[config.mk]
export PLATFORM = sky130hd
export DESIGN_NAME = cbce_ram
export DESIGN_NICKNAME = d
export VERILOG_FILES = /design/src/sv/cbce_ram.sv
export SDC_FILE = /design/constraint.sdc
export NUM_CORES = 1
export LEC_CHECK = 0
export ABC_AREA = 0
export BUFFER_PORTS_ARGS = -buffer_cell sky130_fd_sc_hd__buf_2
export CORE_MARGIN = 4
export CORE_UTILIZATION = 45
export CTS_BUF_LIST = sky130_fd_sc_hd__clkbuf_4 sky130_fd_sc_hd__clkbuf_8
export CTS_CLUSTER_DIAMETER = 60
export DETAILED_ROUTE_END_ITERATION = 12
export PLACE_DENSITY = 0.72
export SETUP_SLACK_MARGIN = 0.02
export SLEW_MARGIN = 5
export SYNTH_ARGS = -nofsm -noshare
export SYNTH_HDL_FRONTEND = slang
export SYNTH_SLANG_ARGS = --single-unit
[constraint.sdc]
create_clock -name clk_i -period 0.9 [get_ports clk_i]
set_clock_uncertainty 0.05 [all_clocks]
set_input_delay 0.09 -clock clk_i [delete_from_list [all_inputs] [get_ports clk_i]]
set_output_delay 0.09 -clock clk_i [all_outputs]
set_load 0.02 [all_outputs]
[src/sv/cbce_ram.sv]
// ============================================================================
// cbce_ram: generic single-write, single-read RAM
// One write port and one read port, read data registered.
// ============================================================================
`default_nettype none

module cbce_ram #(
  parameter int WIDTH = 8,
  parameter int DEPTH = 2
) (
  input  wire logic                                     clk_i,
  input  wire logic                                     we_i,
  input  wire logic [((DEPTH > 1) ? $clog2(DEPTH) : 1)-1:0] waddr_i,
  input  wire logic [WIDTH-1:0]                         wdata_i,
  input  wire logic [((DEPTH > 1) ? $clog2(DEPTH) : 1)-1:0] raddr_i,
  output logic      [WIDTH-1:0]                         rdata_o
);

  logic [WIDTH-1:0] mem [DEPTH];

  always_ff @(posedge clk_i) begin
    if (we_i) begin
      mem[waddr_i] <= wdata_i;
    end
    rdata_o <= mem[raddr_i];
  end

endmodule

`default_nettype wire

* Yosys cells after proc, flatten, opt, wreduce, memory -nomap -nowiden
Memory sizes are Yosys's and may differ from the RTL's. A register that Yosys moved wholly into a read port is not among the register bits. Cells that the tools add are included.
Operators by class: $add $sub $neg 0, multipliers 0, div/mod/pow operators 0, $lt $le $gt $ge 0, eq/ne operators 0, shifts and indexed selects 0, muxes and demuxes 2, bitwise operators 0, reductions and logical operators 0
Operators by type and width (number):
- 1-bit 2-to-1 mux | 2
Word-level totals: register bits after elaboration 0, bits in latches 0, RAM bits 16, ROM bits 0, input port bits 12, word-level logic and storage cells 3, memories 1
Memories:
- mem | words 2, bits a word 8, rd ports 1, clocked after memory_dff 1, write ports 1, RTL line 19 | logic [WIDTH-1:0] mem [DEPTH];

* Longest topological paths before layout
word-level depth 2, gate-level depth with buffers 2, depth with buffers taken out 1

* Worst setup path before layout
Ideal clock, no wire load.
path kind input to register, start point input we_i, end point memory mem[0][0], enable pin, data arrival time 0.510 ns, setup slack -0.033 ns, stages on the path 1, buffers on the path 0, path through nor2b_1
On the way: word-level cells in the longest chain between the ends 2
Ends and longest elaborated chain:
- from (decl) | RTL line 12 | input wire logic we_i,
- 1-bit 2-to-1 mux | RTL line 22 | if (we_i) begin
- 1-bit 2-to-1 mux (not written as such) | RTL line 23 | mem[waddr_i] <= wdata_i;
- to (decl) | RTL line 19
Every way passes these cells.

* Worst setup path after layout
start point register rdata_o[2], read port of mem, end point output rdata_o[2]
RTL lines:
- from (decl) | RTL line 16 | output logic [WIDTH-1:0] rdata_o
No word-level cell between the ends.

==> results.ini <==
[status]
status=finished, violations left
violations=negative setup slack

[die]
core_area_mm2=0.00158
num_rows=14
die_w_um=49.8
die_h_um=49.8
die_area_mm2=0.00248
start_util=0.498
io_pins=20

[power_and_ir_drop]
switching_share=0.186
irDropWorstVdd_mv=1.28
clockPowerShare=0.325
p_per_area_mw_per_mm2=2070
p_leak_nw=0.461
p_int_mw=1.88
power_frac_seq=0.560
switching_power_uw=430
combPwrFrac=0.115

[placed_design]
gp_congestion=0.605
dpl_worst_slack_ns=0.0525
portBuffers=19

[timing]
fin_ws_ns=-0.0144
clock.fmax_mhz=1090
final_max_slew_viol_count=0
slew_headroom=0.822
finalSetupViolCount=4
period_share=1.02
period_minus_slack_ns=0.914
fin_tns_setup_ns=-0.0215
worst_pin_slew_ns=0.267
hold_slack_ns=0.162
rsz0062_at_grt=true
finalHoldViolations=0

[worst_setup_path]
cp.arrival_ns=0.77
max_stage_delay_ns=0.35
critPathBufInv=1
path_cells=buf_6
worstSetupEndpointType=output port
crit_slowest_cell=dfxtp_2
cpLargestDelayFamily=flip-flops
crit_required_ns=0.76
crit_type=flop to output port
cp_max_fo=1
start_kind=flop

[logic_synthesis]
synthesis.area_um2=785
synth_area_leaders=edfxtp_1, dfxtp_1, mux2_4
yosys_warnings=0
syn_inst=35
synth_top_cell_by_area=edfxtp_1
ys_types=6
ys_seq_area_frac=0.817
synth.avg_cell_area_um2=22.4
syn_nets=47
netlist.area_leader.share=0.612
ys_ff_latch=24

[global_routing]
grt_usage=0.0990
grt_pass1_wl_um=1770
grt_start_max_net_pins=15
grt_overflow=0
antenna_found_initial=0
grt_pass1_vias=421

[clock_tree]
cts_made_buffers=3
clock_path_buffers=2
cts_tree=yes
cts_htree_levels=1
cts_root_buffer=clkbuf_4
cts.sink_count=24
insertion_delay_ns=0.30
clk_pin_slew_ns=0.13

[layout]
final_cell_mix=edfxtp_1, buf_2
layout-drive-gt1-share=0.632
layout_commonest_cell=edfxtp_1
n_antenna_cell=0
syn2layout_area_growth_pct=42.6
finalNetCount=81

[min_path]
min_path_type=input port to flop

[drt]
num_vias=411
drt-total-wl_um=1110
avgViaCountPerCell=4.89
drt_first_iter_violations=6
post_drt_wl_per_cell_um=13.2
post-route-drc-count=0
firstDrtPassIters=2
ant_nets=0

[job]
drv_cap=0

-- final timing paths --
path | startpoint | end | slack (ns) | cells after the start
worst min-delay path | waddr_i | mem[0][6]$_DFFE_PP_ | 0.16 | 3
worst max-delay path | rdata_o[2]$_DFF_P_ | rdata_o[2] | -0.01 | 1
worst min register to register | mem[0][5]$_DFFE_PP_ | rdata_o[5]$_DFF_P_ | 0.43 | 1
worst max register to register | mem[0][3]$_DFFE_PP_ | rdata_o[3]$_DFF_P_ | 0.08 | 1
-- kinds of logic (layout without fill, tap and decap cells) --
logic type             count (synthesis)  count (layout)  share of synthesized area
flip-flops                            24              24                      0.817
multiplexers                           8               8                      0.153
AND/OR/NAND/NOR                        2               2                     0.0160
buffers and inverters                  1              34                     0.0144
-- registers in the layout (all words and copies together) (netlist names) --
signal,flops
rdata_o,8
mem,16
-- tightest hold or removal path: stages --
cell and delay, ns:
buf_2 0.09, nor2b_2 0.05, buf_12 0.13
-- repair_timing --
item	in CTS	in global routing
pin swaps	0	0
endpoints found under the setup margin	8	8
hold buffers	8	0
hold endpoints to repair	16	0
buffers inserted	0	0
gates resized for setup	24	0
-- synthesized netlist by cell type --
| cell type | n |
|---|---|
| mux2_4 | 8 |
| buf_6 | 1 |
| nor2b_1 | 1 |
| and2_1 | 1 |
| dfxtp_1 | 8 |
| edfxtp_1 | 16 |
-- area by class of cell --
| type | count | area [um2] |
|---|---|---|
| Timing Repair Buffer | 30 | 260 |
| Sequential cell | 24 | 651 |
| Clock inverter | 1 | 30.0 |
| Clock buffer | 3 | 22.5 |
| Multi-Input combinational cell | 10 | 135 |
| Tap cell | 16 | 20.0 |
| Fill cell | 107 | 458 |
-- power by group through the flow --
stage | sequential, mW | clock, mW | combinational [mW]
floorplan | 1.35 | 0 | 0.0766
global placement | 1.30 | 0 | 0.199
detailed placement | 1.31 | 0 | 0.203
CTS | 1.30 | 0.766 | 0.268
global route | 1.31 | 0.810 | 0.282
finish | 1.30 | 0.751 | 0.266
-- through the flow --
stage	utilization	std cells	cell area, um2	power, mW
2_1_floorplan	-	35	787	1.42
3_3_place_gp	0.587	72	926	1.50
3_5_place_dp	0.587	72	926	1.51
4_1_cts	0.710	84	1120	2.33
5_1_grt	0.710	84	1120	2.40
6_report	0.710	84	1120	2.31
-- metal layers --
| metal | wire, um | GRT usage |
|---|---|---|
| met3 | 76 | 0.0422 |
| met2 | 644 | 0.189 |
| met1 | 388 | 0.0941 |
| met5 | 0 | 0 |
| met4 | 0 | 0.0276 |
(Power assumes the default switching activity.)
